$ cat src/sv/odfe_pkg.sv
// Shared types, tables and helper functions of the OFDM data field encoder.
package odfe_pkg;

   localparam int MAX_SYMBOL_BITS_DEF = 288;
   localparam int WORD_BITS           = 48;
   localparam int ROW_BITS            = 3;
   localparam int COL_BITS            = 6;
   localparam int POS_BITS            = 9;

   localparam logic [6:0]  SEED_RESET  = 7'd93;
   localparam logic [2:0]  RATE_RESET  = 3'd0;
   localparam logic [17:0] PAT_R34     = 18'h18618;
   localparam logic [11:0] PAT_R23     = 12'h888;
   localparam logic        CSR_IDX_SEED = 1'b0;
   localparam logic        CSR_IDX_RATE = 1'b1;

   localparam logic [1:0] PUNC_NONE = 2'd0;
   localparam logic [1:0] PUNC_R34  = 2'd1;
   localparam logic [1:0] PUNC_R23  = 2'd2;

   typedef enum logic [1:0] {
      ST_IDLE,
      ST_RUN,
      ST_READ,
      ST_LOAD
   } odfe_state_type;

   typedef enum logic [2:0] {
      PH_NONE,
      PH_SERVICE,
      PH_DATA,
      PH_TAIL,
      PH_PAD
   } odfe_phase_type;

   typedef struct packed {
      logic                we;
      logic [POS_BITS-1:0] pos;
      logic                wbit;
   } odfe_mem_wr_type;

   typedef struct packed {
      logic                re;
      logic [ROW_BITS-1:0] row;
   } odfe_mem_rd_type;

   function automatic logic [7:0] dbps(input logic [2:0] mode);
      logic [7:0] r;
      case (mode)
         3'd0:    r = 8'd24;
         3'd1:    r = 8'd36;
         3'd2:    r = 8'd48;
         3'd3:    r = 8'd72;
         3'd4:    r = 8'd96;
         3'd5:    r = 8'd144;
         3'd6:    r = 8'd192;
         default: r = 8'd216;
      endcase
      return r;
   endfunction

   function automatic logic [8:0] cbps(input logic [2:0] mode);
      logic [8:0] r;
      case (mode[2:1])
         2'd0:    r = 9'd48;
         2'd1:    r = 9'd96;
         2'd2:    r = 9'd192;
         default: r = 9'd288;
      endcase
      return r;
   endfunction

   function automatic logic [2:0] words_per_symbol(input logic [2:0] mode);
      logic [2:0] r;
      case (mode[2:1])
         2'd0:    r = 3'd1;
         2'd1:    r = 3'd2;
         2'd2:    r = 3'd4;
         default: r = 3'd6;
      endcase
      return r;
   endfunction

   function automatic logic [1:0] punc_kind(input logic [2:0] mode);
      logic [1:0] r;
      case (mode)
         3'd1, 3'd3, 3'd5, 3'd7: r = PUNC_R34;
         3'd6:                   r = PUNC_R23;
         default:                r = PUNC_NONE;
      endcase
      return r;
   endfunction

   // Interleaved position of coded bit k within a symbol.
   function automatic logic [8:0] interleave_pos(input logic [8:0] k, input logic [2:0] mode);
      logic [3:0] m;
      logic [4:0] q;
      logic [4:0] n;
      logic [8:0] i;
      logic [8:0] qm;
      logic [7:0] mm;
      logic [2:0] qd;
      logic [2:0] md;
      logic [4:0] qt;
      logic [3:0] mt;
      logic [2:0] t;
      logic [1:0] r;
      logic [8:0] p;
      m  = k[3:0];
      q  = k[8:4];
      case (mode[2:1])
         2'd0:    n = 5'd3;
         2'd1:    n = 5'd6;
         2'd2:    n = 5'd12;
         default: n = 5'd18;
      endcase
      i  = 9'(n) * 9'(m) + 9'(q);
      qm = 9'(q) * 9'd11;
      mm = 8'(m) * 8'd11;
      qd = qm[7:5];
      md = mm[7:5];
      qt = q - 5'(qd) * 5'd3;
      mt = m - 4'(md) * 4'd3;
      t  = 3'(qt[1:0]) + 3'd3 - 3'(mt[1:0]);
      r  = (t >= 3'd3) ? 2'(t - 3'd3) : t[1:0];
      case (mode[2:1])
         2'd2:    p = {i[8:1], i[0] ^ m[0]};
         2'd3:    p = 9'(m) * 9'd18 + 9'(qd) * 9'd3 + 9'(r);
         default: p = i;
      endcase
      return p;
   endfunction

   function automatic logic [ROW_BITS-1:0] pos_row(input logic [8:0] p);
      logic [ROW_BITS-1:0] r;
      if (p >= 9'd240) begin
         r = 3'd5;
      end else if (p >= 9'd192) begin
         r = 3'd4;
      end else if (p >= 9'd144) begin
         r = 3'd3;
      end else if (p >= 9'd96) begin
         r = 3'd2;
      end else if (p >= 9'd48) begin
         r = 3'd1;
      end else begin
         r = 3'd0;
      end
      return r;
   endfunction

endpackage

$ cat src/sv/ofdm_data_field_encoder_core.sv
// Top level of the OFDM data field encoder: scrambler, coder, puncturer, interleaver.
// The two coded bits of each data bit are handled one after the other, because the
// symbol store has a single write port; the first byte of a packet is preceded by the
// 16 service bits, and the last byte is followed by the 6 tail bits and any pad bits.
// When a symbol is complete, the store is drained word by word (1, 2, 4 or 6 48-bit
// words), each word read and then loaded into the result register, before coding
// continues; a load waits while the result side stalls.
// A new byte is taken only when the previous one is fully coded.
module ofdm_data_field_encoder_core #(
   parameter int MAX_SYMBOL_BITS = odfe_pkg::MAX_SYMBOL_BITS_DEF
) (
   input  logic        clock,
   input  logic        reset,
   input  logic        req_tvalid,
   output logic        req_tready,
   input  logic [7:0]  req_tdata,   // data_byte
   input  logic        req_tlast,   // last_byte
   output logic        rsp_tvalid,
   input  logic        rsp_tready,
   output logic [47:0] rsp_tdata,   // coded_word
   output logic        rsp_tuser,   // end_of_symbol
   output logic        rsp_tlast,   // end_of_packet
   input  logic        csr_psel,
   input  logic        csr_penable,
   input  logic        csr_pwrite,
   input  logic [2:0]  csr_paddr,
   input  logic [31:0] csr_pwdata,
   output logic [31:0] csr_prdata,
   output logic        csr_pready
);
   odfe_pkg::odfe_state_type state_ff, state_in;
   odfe_pkg::odfe_phase_type phase_ff, phase_in;
   logic        sub_ff, sub_in;
   logic [3:0]  bit_cnt_ff, bit_cnt_in;
   logic [7:0]  byte_ff, byte_in;
   logic        last_ff, last_in;
   logic        in_packet_ff, in_packet_in;
   logic [6:0]  scr_ff, scr_in;
   logic [5:0]  hist_ff, hist_in;
   logic [7:0]  data_cnt_ff, data_cnt_in;
   logic [4:0]  punc_ff, punc_in;
   logic [8:0]  coded_cnt_ff, coded_cnt_in;
   logic        c_bit_ff, c_bit_in;
   logic [2:0]  word_ff, word_in;
   logic        eop_pend_ff, eop_pend_in;
   logic [6:0]  seed_ff, seed_in;
   logic [2:0]  rate_ff, rate_in;
   logic        rsp_valid_ff, rsp_valid_in;
   logic [47:0] rsp_data_ff, rsp_data_in;
   logic        rsp_eos_ff, rsp_eos_in;
   logic        rsp_eop_ff, rsp_eop_in;

   odfe_pkg::odfe_mem_wr_type mem_wr;
   odfe_pkg::odfe_mem_rd_type mem_rd;
   logic [47:0] mem_rdata;

   logic       accept, run, csr_write;
   logic       fb, b, a_bit, c_bit, src, keep, wr, sym_done, wrap, pkt_end_bit;
   logic       out_free, load_out, last_word;
   logic [1:0] kind;
   logic [4:0] punc_next;
   logic [7:0] dbps_v;
   logic [8:0] cbps_v;
   logic [2:0] nwords;

   odfe_symbol_mem #(.MAX_SYMBOL_BITS(MAX_SYMBOL_BITS)) u_mem (
      .clock (clock),
      .wr    (mem_wr),
      .rd    (mem_rd),
      .rdata (mem_rdata)
   );

   always_comb begin
      dbps_v = odfe_pkg::dbps(rate_ff);
      cbps_v = odfe_pkg::cbps(rate_ff);
      nwords = odfe_pkg::words_per_symbol(rate_ff);
      kind   = odfe_pkg::punc_kind(rate_ff);
      fb     = scr_ff[3] ^ scr_ff[6];
      src    = (phase_ff == odfe_pkg::PH_DATA) ? byte_ff[bit_cnt_ff[2:0]] : 1'b0;
      b      = (phase_ff == odfe_pkg::PH_TAIL) ? 1'b0 : (src ^ fb);
      a_bit  = b ^ hist_ff[1] ^ hist_ff[2] ^ hist_ff[4] ^ hist_ff[5];
      c_bit  = b ^ hist_ff[0] ^ hist_ff[1] ^ hist_ff[2] ^ hist_ff[5];
      case (kind)
         odfe_pkg::PUNC_R34: begin
            keep      = !odfe_pkg::PAT_R34[punc_ff];
            punc_next = (punc_ff == 5'd17) ? 5'd0 : punc_ff + 5'd1;
         end
         odfe_pkg::PUNC_R23: begin
            keep      = !odfe_pkg::PAT_R23[punc_ff[3:0]];
            punc_next = (punc_ff == 5'd11) ? 5'd0 : punc_ff + 5'd1;
         end
         default: begin
            keep      = 1'b1;
            punc_next = punc_ff;
         end
      endcase
      run         = (state_ff == odfe_pkg::ST_RUN);
      wr          = run && keep;
      sym_done    = wr && (coded_cnt_ff == cbps_v - 9'd1);
      wrap        = (data_cnt_ff == dbps_v - 8'd1);
      pkt_end_bit = wrap && ((phase_ff == odfe_pkg::PH_PAD) ||
                             ((phase_ff == odfe_pkg::PH_TAIL) && (bit_cnt_ff == 4'd5)));
      out_free    = !rsp_valid_ff || rsp_tready;
      last_word   = (word_ff == nwords - 3'd1);
      accept      = req_tvalid && req_tready;
      csr_write   = csr_psel && csr_penable && csr_pwrite && csr_pready;
   end

   // Next-state logic.
   always_comb begin
      state_in = state_ff;
      unique case (state_ff)
         odfe_pkg::ST_IDLE: begin
            if (accept) begin
               state_in = odfe_pkg::ST_RUN;
            end
         end
         odfe_pkg::ST_RUN: begin
            if (sym_done) begin
               state_in = odfe_pkg::ST_READ;
            end else if (sub_ff && (phase_in == odfe_pkg::PH_NONE)) begin
               state_in = odfe_pkg::ST_IDLE;
            end
         end
         odfe_pkg::ST_READ: begin
            state_in = odfe_pkg::ST_LOAD;
         end
         odfe_pkg::ST_LOAD: begin
            if (out_free) begin
               if (!last_word) begin
                  state_in = odfe_pkg::ST_READ;
               end else if (phase_ff == odfe_pkg::PH_NONE) begin
                  state_in = odfe_pkg::ST_IDLE;
               end else begin
                  state_in = odfe_pkg::ST_RUN;
               end
            end
         end
         default: state_in = odfe_pkg::ST_IDLE;
      endcase
   end

   // State machine outputs.
   always_comb begin
      req_tready  = (state_ff == odfe_pkg::ST_IDLE);
      load_out    = (state_ff == odfe_pkg::ST_LOAD) && out_free;
      mem_rd.re   = (state_ff == odfe_pkg::ST_READ);
      mem_rd.row  = word_ff;
      mem_wr.we   = wr;
      mem_wr.pos  = odfe_pkg::interleave_pos(coded_cnt_ff, rate_ff);
      mem_wr.wbit = sub_ff ? c_bit_ff : a_bit;
   end

   // Datapath next values.
   always_comb begin
      phase_in     = phase_ff;
      sub_in       = sub_ff;
      bit_cnt_in   = bit_cnt_ff;
      byte_in      = byte_ff;
      last_in      = last_ff;
      in_packet_in = in_packet_ff;
      scr_in       = scr_ff;
      hist_in      = hist_ff;
      data_cnt_in  = data_cnt_ff;
      punc_in      = punc_ff;
      coded_cnt_in = coded_cnt_ff;
      c_bit_in     = c_bit_ff;
      word_in      = word_ff;
      eop_pend_in  = eop_pend_ff;
      seed_in      = seed_ff;
      rate_in      = rate_ff;
      rsp_data_in  = rsp_data_ff;
      rsp_eos_in   = rsp_eos_ff;
      rsp_eop_in   = rsp_eop_ff;
      rsp_valid_in = rsp_tready ? 1'b0 : rsp_valid_ff;

      if (csr_write) begin
         if (csr_paddr[2] == odfe_pkg::CSR_IDX_SEED) begin
            seed_in = csr_pwdata[6:0];
         end else if (!in_packet_ff) begin
            rate_in = csr_pwdata[2:0];
         end
      end

      if (accept) begin
         byte_in    = req_tdata;
         last_in    = req_tlast;
         sub_in     = 1'b0;
         bit_cnt_in = 4'd0;
         if (in_packet_ff) begin
            phase_in = odfe_pkg::PH_DATA;
         end else begin
            phase_in     = odfe_pkg::PH_SERVICE;
            in_packet_in = 1'b1;
            scr_in       = seed_ff;
            hist_in      = '0;
            data_cnt_in  = '0;
            punc_in      = '0;
            coded_cnt_in = '0;
         end
      end

      if (run) begin
         punc_in = punc_next;
         if (wr) begin
            coded_cnt_in = sym_done ? 9'd0 : coded_cnt_ff + 9'd1;
         end
         if (sym_done) begin
            word_in     = 3'd0;
            eop_pend_in = pkt_end_bit;
         end
         if (!sub_ff) begin
            scr_in   = {scr_ff[5:0], fb};
            hist_in  = {hist_ff[4:0], b};
            c_bit_in = c_bit;
            sub_in   = 1'b1;
         end else begin
            sub_in      = 1'b0;
            data_cnt_in = wrap ? 8'd0 : data_cnt_ff + 8'd1;
            bit_cnt_in  = bit_cnt_ff + 4'd1;
            case (phase_ff)
               odfe_pkg::PH_SERVICE: begin
                  if (bit_cnt_ff == 4'd15) begin
                     phase_in   = odfe_pkg::PH_DATA;
                     bit_cnt_in = 4'd0;
                  end
               end
               odfe_pkg::PH_DATA: begin
                  if (bit_cnt_ff == 4'd7) begin
                     phase_in   = last_ff ? odfe_pkg::PH_TAIL : odfe_pkg::PH_NONE;
                     bit_cnt_in = 4'd0;
                  end
               end
               odfe_pkg::PH_TAIL: begin
                  if (bit_cnt_ff == 4'd5) begin
                     bit_cnt_in = 4'd0;
                     if (wrap) begin
                        phase_in     = odfe_pkg::PH_NONE;
                        in_packet_in = 1'b0;
                     end else begin
                        phase_in = odfe_pkg::PH_PAD;
                     end
                  end
               end
               odfe_pkg::PH_PAD: begin
                  if (wrap) begin
                     phase_in     = odfe_pkg::PH_NONE;
                     in_packet_in = 1'b0;
                  end
               end
               default: phase_in = odfe_pkg::PH_NONE;
            endcase
         end
      end

      if (load_out) begin
         rsp_valid_in = 1'b1;
         rsp_data_in  = mem_rdata;
         rsp_eos_in   = last_word;
         rsp_eop_in   = last_word && eop_pend_ff;
         if (!last_word) begin
            word_in = word_ff + 3'd1;
         end
      end
   end

   always_ff @(posedge clock) begin
      if (reset) begin
         state_ff     <= odfe_pkg::ST_IDLE;
         phase_ff     <= odfe_pkg::PH_NONE;
         sub_ff       <= 1'b0;
         in_packet_ff <= 1'b0;
         seed_ff      <= odfe_pkg::SEED_RESET;
         rate_ff      <= odfe_pkg::RATE_RESET;
         rsp_valid_ff <= 1'b0;
      end else begin
         state_ff     <= state_in;
         phase_ff     <= phase_in;
         sub_ff       <= sub_in;
         in_packet_ff <= in_packet_in;
         seed_ff      <= seed_in;
         rate_ff      <= rate_in;
         rsp_valid_ff <= rsp_valid_in;
      end
      bit_cnt_ff   <= bit_cnt_in;
      byte_ff      <= byte_in;
      last_ff      <= last_in;
      scr_ff       <= scr_in;
      hist_ff      <= hist_in;
      data_cnt_ff  <= data_cnt_in;
      punc_ff      <= punc_in;
      coded_cnt_ff <= coded_cnt_in;
      c_bit_ff     <= c_bit_in;
      word_ff      <= word_in;
      eop_pend_ff  <= eop_pend_in;
      rsp_data_ff  <= rsp_data_in;
      rsp_eos_ff   <= rsp_eos_in;
      rsp_eop_ff   <= rsp_eop_in;
   end

   assign rsp_tvalid = rsp_valid_ff;
   assign rsp_tdata  = rsp_data_ff;
   assign rsp_tuser  = rsp_eos_ff;
   assign rsp_tlast  = rsp_eop_ff;
   assign csr_pready = 1'b1;
   assign csr_prdata = (csr_paddr[2] == odfe_pkg::CSR_IDX_RATE) ? {29'd0, rate_ff}
                                                                 : {25'd0, seed_ff};

endmodule

$ cat src/sv/odfe_symbol_mem.sv
// Symbol store: interleaved coded bits written one at a time, read as 48-bit rows.
module odfe_symbol_mem #(
   parameter int MAX_SYMBOL_BITS = odfe_pkg::MAX_SYMBOL_BITS_DEF
) (
   input  logic                             clock,
   input  odfe_pkg::odfe_mem_wr_type        wr,
   input  odfe_pkg::odfe_mem_rd_type        rd,
   output logic [odfe_pkg::WORD_BITS-1:0]   rdata
);
   localparam int NROWS = (MAX_SYMBOL_BITS + odfe_pkg::WORD_BITS - 1) / odfe_pkg::WORD_BITS;
   localparam int IDX_W = (NROWS > 1) ? $clog2(NROWS) : 1;

   logic [odfe_pkg::WORD_BITS-1:0] mem [NROWS];
   logic [odfe_pkg::WORD_BITS-1:0] rdata_ff;
   logic [odfe_pkg::WORD_BITS-1:0] mask;
   logic [odfe_pkg::ROW_BITS-1:0]  wrow;
   logic [odfe_pkg::COL_BITS-1:0]  wcol;
   logic [9:0]                     base;

   always_comb begin
      wrow = odfe_pkg::pos_row(wr.pos);
      wcol = odfe_pkg::COL_BITS'(wr.pos - 9'(wrow) * 9'd48);
      base = 10'(rd.row) * 10'd48;
      for (int j = 0; j < odfe_pkg::WORD_BITS; j++) begin
         mask[j] = (base + 10'(j)) < 10'(MAX_SYMBOL_BITS);
      end
   end

   always_ff @(posedge clock) begin
      if (wr.we && (10'(wr.pos) < 10'(MAX_SYMBOL_BITS))) begin
         mem[wrow[IDX_W-1:0]][wcol] <= wr.wbit;
      end
      if (rd.re) begin
         if (4'(rd.row) < 4'(NROWS)) begin
            rdata_ff <= mem[rd.row[IDX_W-1:0]] & mask;
         end else begin
            rdata_ff <= '0;
         end
      end
   end

   assign rdata = rdata_ff;

endmodule

$ cat config.mk
export PLATFORM = sky130hd
export DESIGN_NAME = ofdm_data_field_encoder_core
export DESIGN_NICKNAME = d
export VERILOG_FILES = /design/src/sv/odfe_pkg.sv /design/src/sv/ofdm_data_field_encoder_core.sv /design/src/sv/odfe_symbol_mem.sv
export SDC_FILE = /design/constraint.sdc
export NUM_CORES = 1
export LEC_CHECK = 0
export CORE_ASPECT_RATIO = 1.2
export CORE_MARGIN = 3
export CORE_UTILIZATION = 35
export CTS_CLUSTER_SIZE = 12
export DETAILED_ROUTE_END_ITERATION = 8
export DONT_BUFFER_PORTS = 1
export PLACE_DENSITY = 0.59
export SYNTH_ARGS = -nofsm -noshare
export SYNTH_HDL_FRONTEND = slang
export SYNTH_HIERARCHICAL = 1
export SYNTH_SLANG_ARGS = --single-unit
$ cat constraint.sdc
create_clock -name clock -period 16.8 [get_ports clock]
set_input_delay 0.84 -clock clock [delete_from_list [all_inputs] [get_ports clock]]
set_output_delay 0.84 -clock clock [all_outputs]
set_load 0.02 [all_outputs]
# Word level (Yosys, flattened, before mapping)
# Memories as Yosys holds them, arrays and structs flattened. A register that Yosys moved wholly into a read port is not among the register bits.
# Index checks and enable logic that the tools add are counted.
[classes]
add_sub_neg = 64
multipliers = 9
div_mod_pow = 0
n_lt_le_gt_ge = 61
n_eq_ne = 32
shifts = 0
muxes = 91
bitwise_logic = 15
n_reduce_logical = 31
[ops]
columns = ["op", "count"]
rows = [
  ["10-bit by 9-bit less-than comparator with 1-bit output (second input constant)", 47],
  ["9-bit by 5-bit adder with 10-bit output (second input constant)", 16],
  ["9-bit by 6-bit adder with 10-bit output (second input constant)", 16],
  ["9-bit by 4-bit adder with 10-bit output (second input constant)", 8],
  ["8-bit one-hot mux with 7 select lines", 1],
  ["48-bit AND", 1],
  ["3-bit two-way mux", 16],
  ["48-bit two-way mux", 1],
  ["9-bit two-way mux", 5],
  ["9-bit by 3-bit adder with 10-bit output (second input constant)", 4],
  ["8-bit two-way mux", 5],
  ["7-bit two-way mux", 5],
  ["5-bit two-way mux", 6],
  ["4-bit two-way mux", 7],
  ["9-bit by 8-bit greater-or-equal comparator with 1-bit output (second input constant)", 3],
  ["9-bit one-hot mux with 3 select lines", 1],
  ["6-bit two-way mux", 4],
  ["9-bit by 2-bit adder with 10-bit output (second input constant)", 2],
  ["1-bit two-way mux", 20],
  ["9-bit by 5-bit adder with 9-bit output", 2],
  ["9-bit less-than comparator (second input constant)", 2],
  ["9-bit one-hot mux with 2 select lines", 1],
  ["4-bit by 4-bit multiplier with 8-bit output (second input constant)", 2],
  ["2-bit two-way mux", 8],
  ["other kinds (64)", 120],
]
[word_totals]
register_bits = 169
latchBits = 0
ramBits = 288
romBits = 48
inputBits = 51
output_inout_bits = 85
wordCells = 328
memories = 3
[mem_list]
columns = ["memory", "words", "width", "read_ports", "rd_clocked_by_memory_dff", "write_ports", "line_no", "rtl"]
rows = [
  ["u_mem.mem", 6, 48, 1, 1, 1, "odfe_symbol_mem.sv:13", "logic [odfe_pkg::WORD_BITS-1:0] mem [NROWS];"],
  ["(name not given)", 32, 1, 1, 1, 0, "ofdm_data_field_encoder_core.sv:85", "keep = !odfe_pkg::PAT_R34[punc_ff];"],
  ["(name not given)", 16, 1, 1, 1, 0, "ofdm_data_field_encoder_core.sv:89", "keep = !odfe_pkg::PAT_R23[punc_ff[3:0]];"],
]

# Logic depth before layout (Yosys ltp)
# Gate-level depths: netlist of run 1.
[depth]
depth_word = 22
mapped_depth = 36

# Modules after synthesis
# Netlist of run 1, hierarchy kept.
[by_module_without_submodules]
columns = ["module", "instances", "cells_per_inst", "area_each_um2", "seq_area_each_um2"]
rows = [
  ["odfe_symbol_mem", 1, 1035, 15414.8, 10089.7],
  ["ofdm_data_field_encoder_core", 1, 753, 7563.5, 3123.0],
]

# Least setup slack after synthesis of run 1
# OpenSTA, ideal clock, no wires.
[synth_path]
path_type = "flip-flop to flip-flop"
startpoint = "register bit_cnt_ff[0]"
endpoint = "memory u_mem/mem[0][0] (netlist bit) (data pin)"
setup_time_ns = 1.612
arrival_ns = 8.744
path_slack_ns = 6.444
stages_incl_launch_ff = 8
path_buffers = 0
synth_period_minus_slack_ns = 10.356
path_cell_list = "dfxtp_1 > mux4_2 > mux2i_1 > nand4b_1 > o211ai_1 > xnor2_1 > xnor2_1 > o21ai_1"
[synth_lines]
columns = ["item", "line_no", "rtl"]
rows = [
  ["start: declaration", "ofdm_data_field_encoder_core.sv:34", "logic [3:0] bit_cnt_ff, bit_cnt_in;"],
  ["start signal: assignment", "ofdm_data_field_encoder_core.sv:285", "bit_cnt_ff <= bit_cnt_in;"],
  ["end: declaration", "odfe_symbol_mem.sv:13", ""],
]

==> results of run 1 <==
==> synthesized netlist by cell type, types with 6 or more instances <==
cell type / number
buf_4: 35
nor2b_1: 47
and2_1: 12
ha_1: 75
buf_2: 46
a21oi_1: 28
a21o_1: 6
nand2b_1: 15
a211oi_1: 41
nand2_1: 71
dfxtp_1: 57
buf_1: 10
buf_6: 6
a211o_1: 7
o21ai_0: 42
nor3_1: 96
nor3_2: 50
or3_1: 7
edfxtp_1: 402
a31oi_1: 6
mux2i_1: 47
nor3b_1: 8
o22ai_1: 6
fa_1: 16
nor4_1: 150
or2_2: 9
clkbuf_1: 90
o21ai_1: 9
xor2_1: 24
xnor2_1: 28
nor2_1: 87
nand3_1: 23
mux4_2: 50
mux2_2: 35
inv_1: 64
==> routing by layer <==
layer	up-vias	GRT usage
li1	6522	-
met1	7083	0.178
met2	340	0.255
met3	95	0.0260
met4	2	0.0514
met5	-	0
==> layout make-up <==
cell class / instances / area (um2) / share of cell area
Antenna cell: 1 / 2.50 / 0.000100
Clock buffer: 64 / 1340 / 0.0539
Clock inverter: 12 / 145 / 0.00582
Inverter: 68 / 256 / 0.0103
Multi-Input combinational cell: 1098 / 8760 / 0.351
Sequential cell: 459 / 13200 / 0.530
Tap cell: 832 / 1040 / 0.0417
Timing Repair Buffer: 23 / 173 / 0.00692
==> sequential cells by signal (all words and copies together) (netlist names), 2 cells and up, named ones only <==
signal	cells
phase_ff	3
u_mem/rdata	48
rate_ff	3
state_ff	2
rsp_tdata	48
u_mem/mem	288
punc_ff	5
data_cnt_ff	8
word_ff	3
scr_ff	7
seed_ff	7
hist_ff	6
bit_cnt_ff	4
byte_ff	8
coded_cnt_ff	9
==> stage by stage <==
stage	util	instance area, um2	instances
floorplan	-	23100	1812
CTS	0.385	24900	2556
global route	0.385	24900	2556
finish	0.385	24900	2557
detailed placement	0.362	23400	2480
global placement	0.362	23400	2480
==> worst max-delay path, delay by kind of cell (launching register included) <==
family	cells	cell delay [ns]
compound gates	9	2.21
xor+xnor	6	1.69
fa+ha+maj	9	3.15
buf+inv	2	0.77
flops	1	0.75
simple gates	4	0.75
==> cells by family (layout without fill, tap and decap cells) <==
group / count (synthesis) / count (layout) / share of synthesized area
AOI/OAI and AO/OA: 192 / 192 / 0.0576
xor gates and xnor gates: 53 / 53 / 0.0205
adders and majority gates: 92 / 92 / 0.0552
buffers and inverters: 255 / 167 / 0.0519
DFF: 459 / 459 / 0.575
muxes: 132 / 132 / 0.0866
other: 2 / 27 / 0.000327
and+or+nand+nor: 603 / 603 / 0.153
==> worst paths after layout <==
check                                startpoint               end  slack, ns  cells after the start
worst max-delay path            coded_cnt_ff[2]  u_mem/mem[4][42]       7.12                     30
worst max register to register  coded_cnt_ff[2]  u_mem/mem[4][42]       7.12                     30
worst min register to register  u_mem/rdata[43]     rsp_tdata[43]       0.42                      0
worst min-delay path                      reset        seed_ff[5]       0.31                      1
==> power by group through the flow <==
| stage | clock network [mW] | registers, mW | logic, mW |
|---|---|---|---|
| floorplan | 0 | 1.66 | 0.371 |
| global placement | 0 | 1.55 | 0.505 |
| detailed placement | 0 | 1.55 | 0.534 |
| CTS | 1.06 | 1.53 | 0.535 |
| global route | 1.09 | 1.53 | 0.592 |
| finish | 1.02 | 1.53 | 0.531 |
==> impl_results.md, run 1 <==
* Port Buffers at 0
* Net switching power at 0.890 mW
* Syn. warnings at 6
* MaxCap Viol Count at 0
* Crit start category: flip-flop
* Power Internal at 2.19 mW
* Yosys reg bits at 459
* First-pass GRT wire length at 79,100 um
* Antenna-violating nets left at 0
* # setup viols final at 0
* Pre-antenna DRT Iters at 5
* Slew Viols, Final at 0
* Hold WS at 0.309 ns
* Number of synthesized flops with an enable pin at 402
* Buffer levels on the longest clock path at 3
* Slowest cell on the critical path: xnor2_4
* Top FF cell, synth: edfxtp_1
* Width of the die at 240 um
* Total wire length at 50,000 um
* Synth area leader: edfxtp_1
* Number of global-route vias before repair at 14,283
* DR WL met2 at 25,300 um
* Remaining DRCs at 0
* Die ar. at 0.0688 mm2
* Post-synth ARST share at 0
* Unrepaired setup endpoints after global routing: no
* CTS tree: built
* IO Pins at 136
* Share of cells above drive strength 1 at 0.151
* Die H at 287 um
* Status: completed
* Initial antenna violation count at 1
* Commonest non-fill, non-tap cell in the layout: edfxtp_1
* Drt initial violations at 902
* Most frequent cells in the layout: edfxtp_1, nor4_1, nor3_1
* P&R area growth vs syn at 8.54%
* Sw frac at 0.289
* Num Clock Sinks at 459
* Dpl ws at 7.14 ns
* Largest net degree at the start of global routing at 129
* # hold bufs at CTS at 0
* Final worst setup slack at 7.12 ns
* Tmin final at 9.68 ns
* Worst Tran Pin Value at 1.24 ns
* Tot Pwr at 3.08 mW
* Syn Inst Count at 1,788
* Power share of the sequential group at 0.496
* Core area at 0.0648 mm2
* Pleak at 8.14 nW
* WL met1 at 21,000 um
* Fin Setup TNS at 0 ns
* Combinational power share at 0.172
* PostCTS Resize Cnt at 0
* Nets at 1,840
* Max-slew headroom at 0.170
* Number of vias per cell at 5.49
* Worst-path fanout max at 60
* Drt wl/cell at 19.6 um
* Clock share of power at 0.331
* Crit-path most repeated cell: ha_1
* Global placement routability congestion at 0.748
* Root Buffer: clkbuf_16
* Met3 WL at 2340 um
* Number of cell rows at 102
* Crit Path Category: reg2reg
* H-Tree Depth at 2
* Peak VDD IR at 0.140 mV
* CTS Buf Count at 48
* Worst Setup End Kind: flip-flop
* Gr usage total at 0.145
* HP Class: in2reg
* Global route total overflow at 0
* Seq/Total Area, Yosys at 0.575
* Mean area per synthesized cell at 12.9 um2
* Tcrit/Tclk final at 0.576
* DPL Wire Length at 29,400 um
* Initial core utilization at 0.354
* Via count at 14,042
* Top cells by area, synth: edfxtp_1, dfxtp_1, mux4_2
* Worst EP required at 17.10 ns
* Worst skew pair latency at 0.60 ns
* Crit path largest cell delay at 0.94 ns
* Synth Cell Area at 0.0230 mm2
* Post-synth top area share at 0.525
* Highest metal used: met5
* Fin. Hold Viols at 0
* Yosys cell types at 84
* Critical Path AT at 9.98 ns
* Clk_skew at 0.0242 ns
* Max Clock Freq at 103 MHz
* P per Cell Area at 124 mW/mm2
* Worst-path clk slew at 0.06 ns
* # Post-CTS Setup Buffers at 0
* Filler cell count at 6,067
Power figures use the tool's default switching activity.
==> run 2, diff against run 1 <==
PLACE_DENSITY = 0.61   (was 0.59)
clock period = 8.3 ns   (was 16.8 ns; I/O delays follow)
==> run 2 against run 1 <==
Power up 100%; largest power group unchanged; critical path depth rose by 8; design area increased by 2.9%; combinational power grew 120%; clock skew decreased by 0.0033 ns.
==> impl_results.md, run 2 (synthesized netlist as in run 1, its figures left out) <==
* Status: completed (unchanged)
* Crit-path most repeated cell: ha_1 (unchanged)
* Slowest cell on the critical path: fa_1 (was xnor2_4)
* Die H at 287 um (unchanged)
* Antenna cells at 0 (was 1)
* Max Clock Freq at 127 MHz (was 103 MHz)
* Largest net degree at the start of global routing at 289 (was 129)
* Pre-antenna DRT Iters at 5 (unchanged)
* Share of cells above drive strength 1 at 0.187 (was 0.151)
* Max reg flops at 288 (unchanged)
* DP Cell Count at 2,516 (was 2,480)
* Number of global-route vias before repair at 14,590 (was 14,283)
* Tmin final at 7.86 ns (was 9.68 ns)
* Die ar. at 0.0688 mm2 (unchanged)
* Initial antenna violation count at 0 (was 1)
* Reg2reg path depth at 38 (was 30)
* Most frequent cells in the layout: edfxtp_1, nor4_1, nor3_1 (unchanged)
* Remaining DRCs at 0 (unchanged)
* Port Buffers at 0 (unchanged)
* Combinational power share at 0.186 (was 0.172)
* Fin Setup TNS at 0 ns (unchanged)
* H-Tree Depth at 2 (unchanged)
* Max-slew headroom at 0.0921 (was 0.170)
* Area occupied by multi-input gates at 0.00895 mm2 (was 0.00876 mm2)
* Clk_skew at 0.0209 ns (was 0.0242 ns)
* Num Clock Sinks at 459 (unchanged)
* Net switching power at 1.83 mW (was 0.890 mW)
* Gr usage total at 0.147 (was 0.145)
* Power Internal at 4.48 mW (was 2.19 mW)
* Antenna-violating nets left at 0 (unchanged)
* R2r setup slk at 0.44 ns (was 7.12 ns)
* Drt wl/cell at 19.6 um (about the same)
* Worst EP required at 8.59 ns (was 17.10 ns)
* MaxCap Viol Count at 0 (unchanged)
* Worst r2r dst: u_mem/mem[2][31] (was u_mem/mem[4][42])
* Via count at 14,291 (was 14,042)
* Peak VDD IR at 0.328 mV (was 0.140 mV)
* Core area at 0.0648 mm2 (unchanged)
* CTS Buf Count at 49 (was 48)
* Buffer levels on the longest clock path at 3 (unchanged)
* Critical Path Sink: u_mem/mem[2][31] (was u_mem/mem[4][42])
* Flip-flop and latch area at 0.0132 mm2 (unchanged)
* Hold path depth at 4 (was 1)
* Worst-path clk slew at 0.06 ns (about the same)
* Pleak at 8.44 nW (was 8.14 nW)
* Nets at 1,898 (was 1,840)
* # setup viols final at 0 (unchanged)
* Crit path largest cell delay at 0.59 ns (was 0.94 ns)
* Fin. Hold Viols at 0 (unchanged)
* Initial core utilization at 0.354 (unchanged)
* Crit start category: flip-flop (unchanged)
* P&R area growth vs syn at 11.7% (was 8.54%)
* Worst Setup End Kind: flip-flop (unchanged)
* Width of the die at 240 um (unchanged)
* Number of cell rows at 102 (unchanged)
* Clock share of power at 0.323 (was 0.331)
* Worst-path fanout max at 6 (was 60)
* Reg2Reg Launch Point: coded_cnt_ff[4] (was coded_cnt_ff[2])
* CTS tree: built (unchanged)
* Global placement routability congestion at 0.763 (was 0.748)
* IO Pins at 136 (unchanged)
* First-pass GRT wire length at 80,300 um (was 79,100 um)
* HP Class: in2reg (unchanged)
* DPL Wire Length at 30,400 um (was 29,400 um)
* Global route total overflow at 0 (unchanged)
* Worst Tran Pin Value at 1.36 ns (was 1.24 ns)
* CP startpoint: coded_cnt_ff[4] (was coded_cnt_ff[2])
* Total wire length at 51,200 um (was 50,000 um)
* Root Buffer: clkbuf_16 (unchanged)
* Filler cell count at 6,046 (was 6,067)
* Tcrit/Tclk final at 0.947 (was 0.576)
* P per Cell Area at 246 mW/mm2 (was 124 mW/mm2)
* Number of vias per cell at 5.46 (was 5.49)
* Power share of the sequential group at 0.490 (was 0.496)
* Worst skew pair latency at 0.59 ns (was 0.60 ns)
* Critical Path AT at 8.15 ns (was 9.98 ns)
* Commonest non-fill, non-tap cell in the layout: edfxtp_1 (unchanged)
* Slew Viols, Final at 0 (unchanged)
* Sw frac at 0.290 (was 0.289)
* Drt initial violations at 1,033 (was 902)
* Crit Path Category: reg2reg (unchanged)
* Non-Filler Instances at 2,619 (was 2,557)
run 2: changes by cell type in the layout (fill, tap and decap cells not counted), sizes merged:
cell / previous run / this run
buf: 23 / 63
clkbuf: 64 / 63
clkinv: 8 / 16
clkinvlp: 1 / 0
diode: 1 / 0
dlygate4sd3: 0 / 17
run 2: worst min path at each step:
stage,startpoint,end
floorplan,u_mem/rdata[0],rsp_tdata[0]
global placement,u_mem/rdata[12],rsp_tdata[12]
detailed placement,u_mem/rdata[46],rsp_tdata[46]
CTS,req_tvalid,state_ff[0]
global route,req_tvalid,state_ff[0]
finish,req_tvalid,state_ff[0]
run 2: cell type report:
cell class | count | area share
inverter | 68 | 0.00999
sequential | 459 | 0.515
clock inverter | 19 | 0.00677
timing repair buffer | 80 | 0.0284
clock buffer | 63 | 0.0506
multi-input combinational | 1098 | 0.349
tap | 832 | 0.0406
run 2: repair_timing:
action | CTS | global route
gates resized for setup | 1 | 49
gates cloned | 0 | 1
setup buffers | 0 | 3
pin swaps | 0 | 7
endpoints found under the setup margin | 2 | 288
endpoints found under the hold margin | 27 | 0
hold buffers | 17 | 0
run 2: per-layer routing:
| layer | global-route usage | vias to the layer above | routed length, um |
|---|---|---|---|
| met1 | 0.180 | 7230 | 21000 |
| li1 | - | 6646 | - |
| met2 | 0.262 | 328 | 26600 |
| met5 | 0 | - | 0 |
| met4 | 0.0446 | 0 | 1250 |
| met3 | 0.0263 | 87 | 2450 |
run 2: stage by stage:
stage,utilization,setup slack (ns),instance area (um2),total power [mW],hold WS [ns]
finish,0.396,0.438,25700,6.31,0.163
global route,0.396,-0.0447,25700,6.58,0.179
detailed placement,0.367,0.0306,23800,4.27,0.406
floorplan,-,0.434,23100,3.98,0.400
CTS,0.392,-0.0382,25400,6.34,0.123
global placement,0.367,0.227,23800,4.22,0.400
run 2: power groups by stage:
stage	registers [mW]	logic [mW]	clock network [mW]
after floorplan	3.23	0.753	0
after global placement	3.13	1.09	0
after detailed placement	3.13	1.14	0
after CTS	3.08	1.15	2.10
after global routing	3.09	1.30	2.19
final	3.09	1.18	2.04
run 2: worst max-delay path, delay by kind of cell (launching register included):
kind,cells,cell delay (ns)
DFF,1,0.31
xor gates and xnor gates,3,0.49
and+or+nand+nor,8,0.99
buffers and inverters,7,0.87
AOI/OAI and AO/OA,11,1.77
adders and majority gates,9,3.11
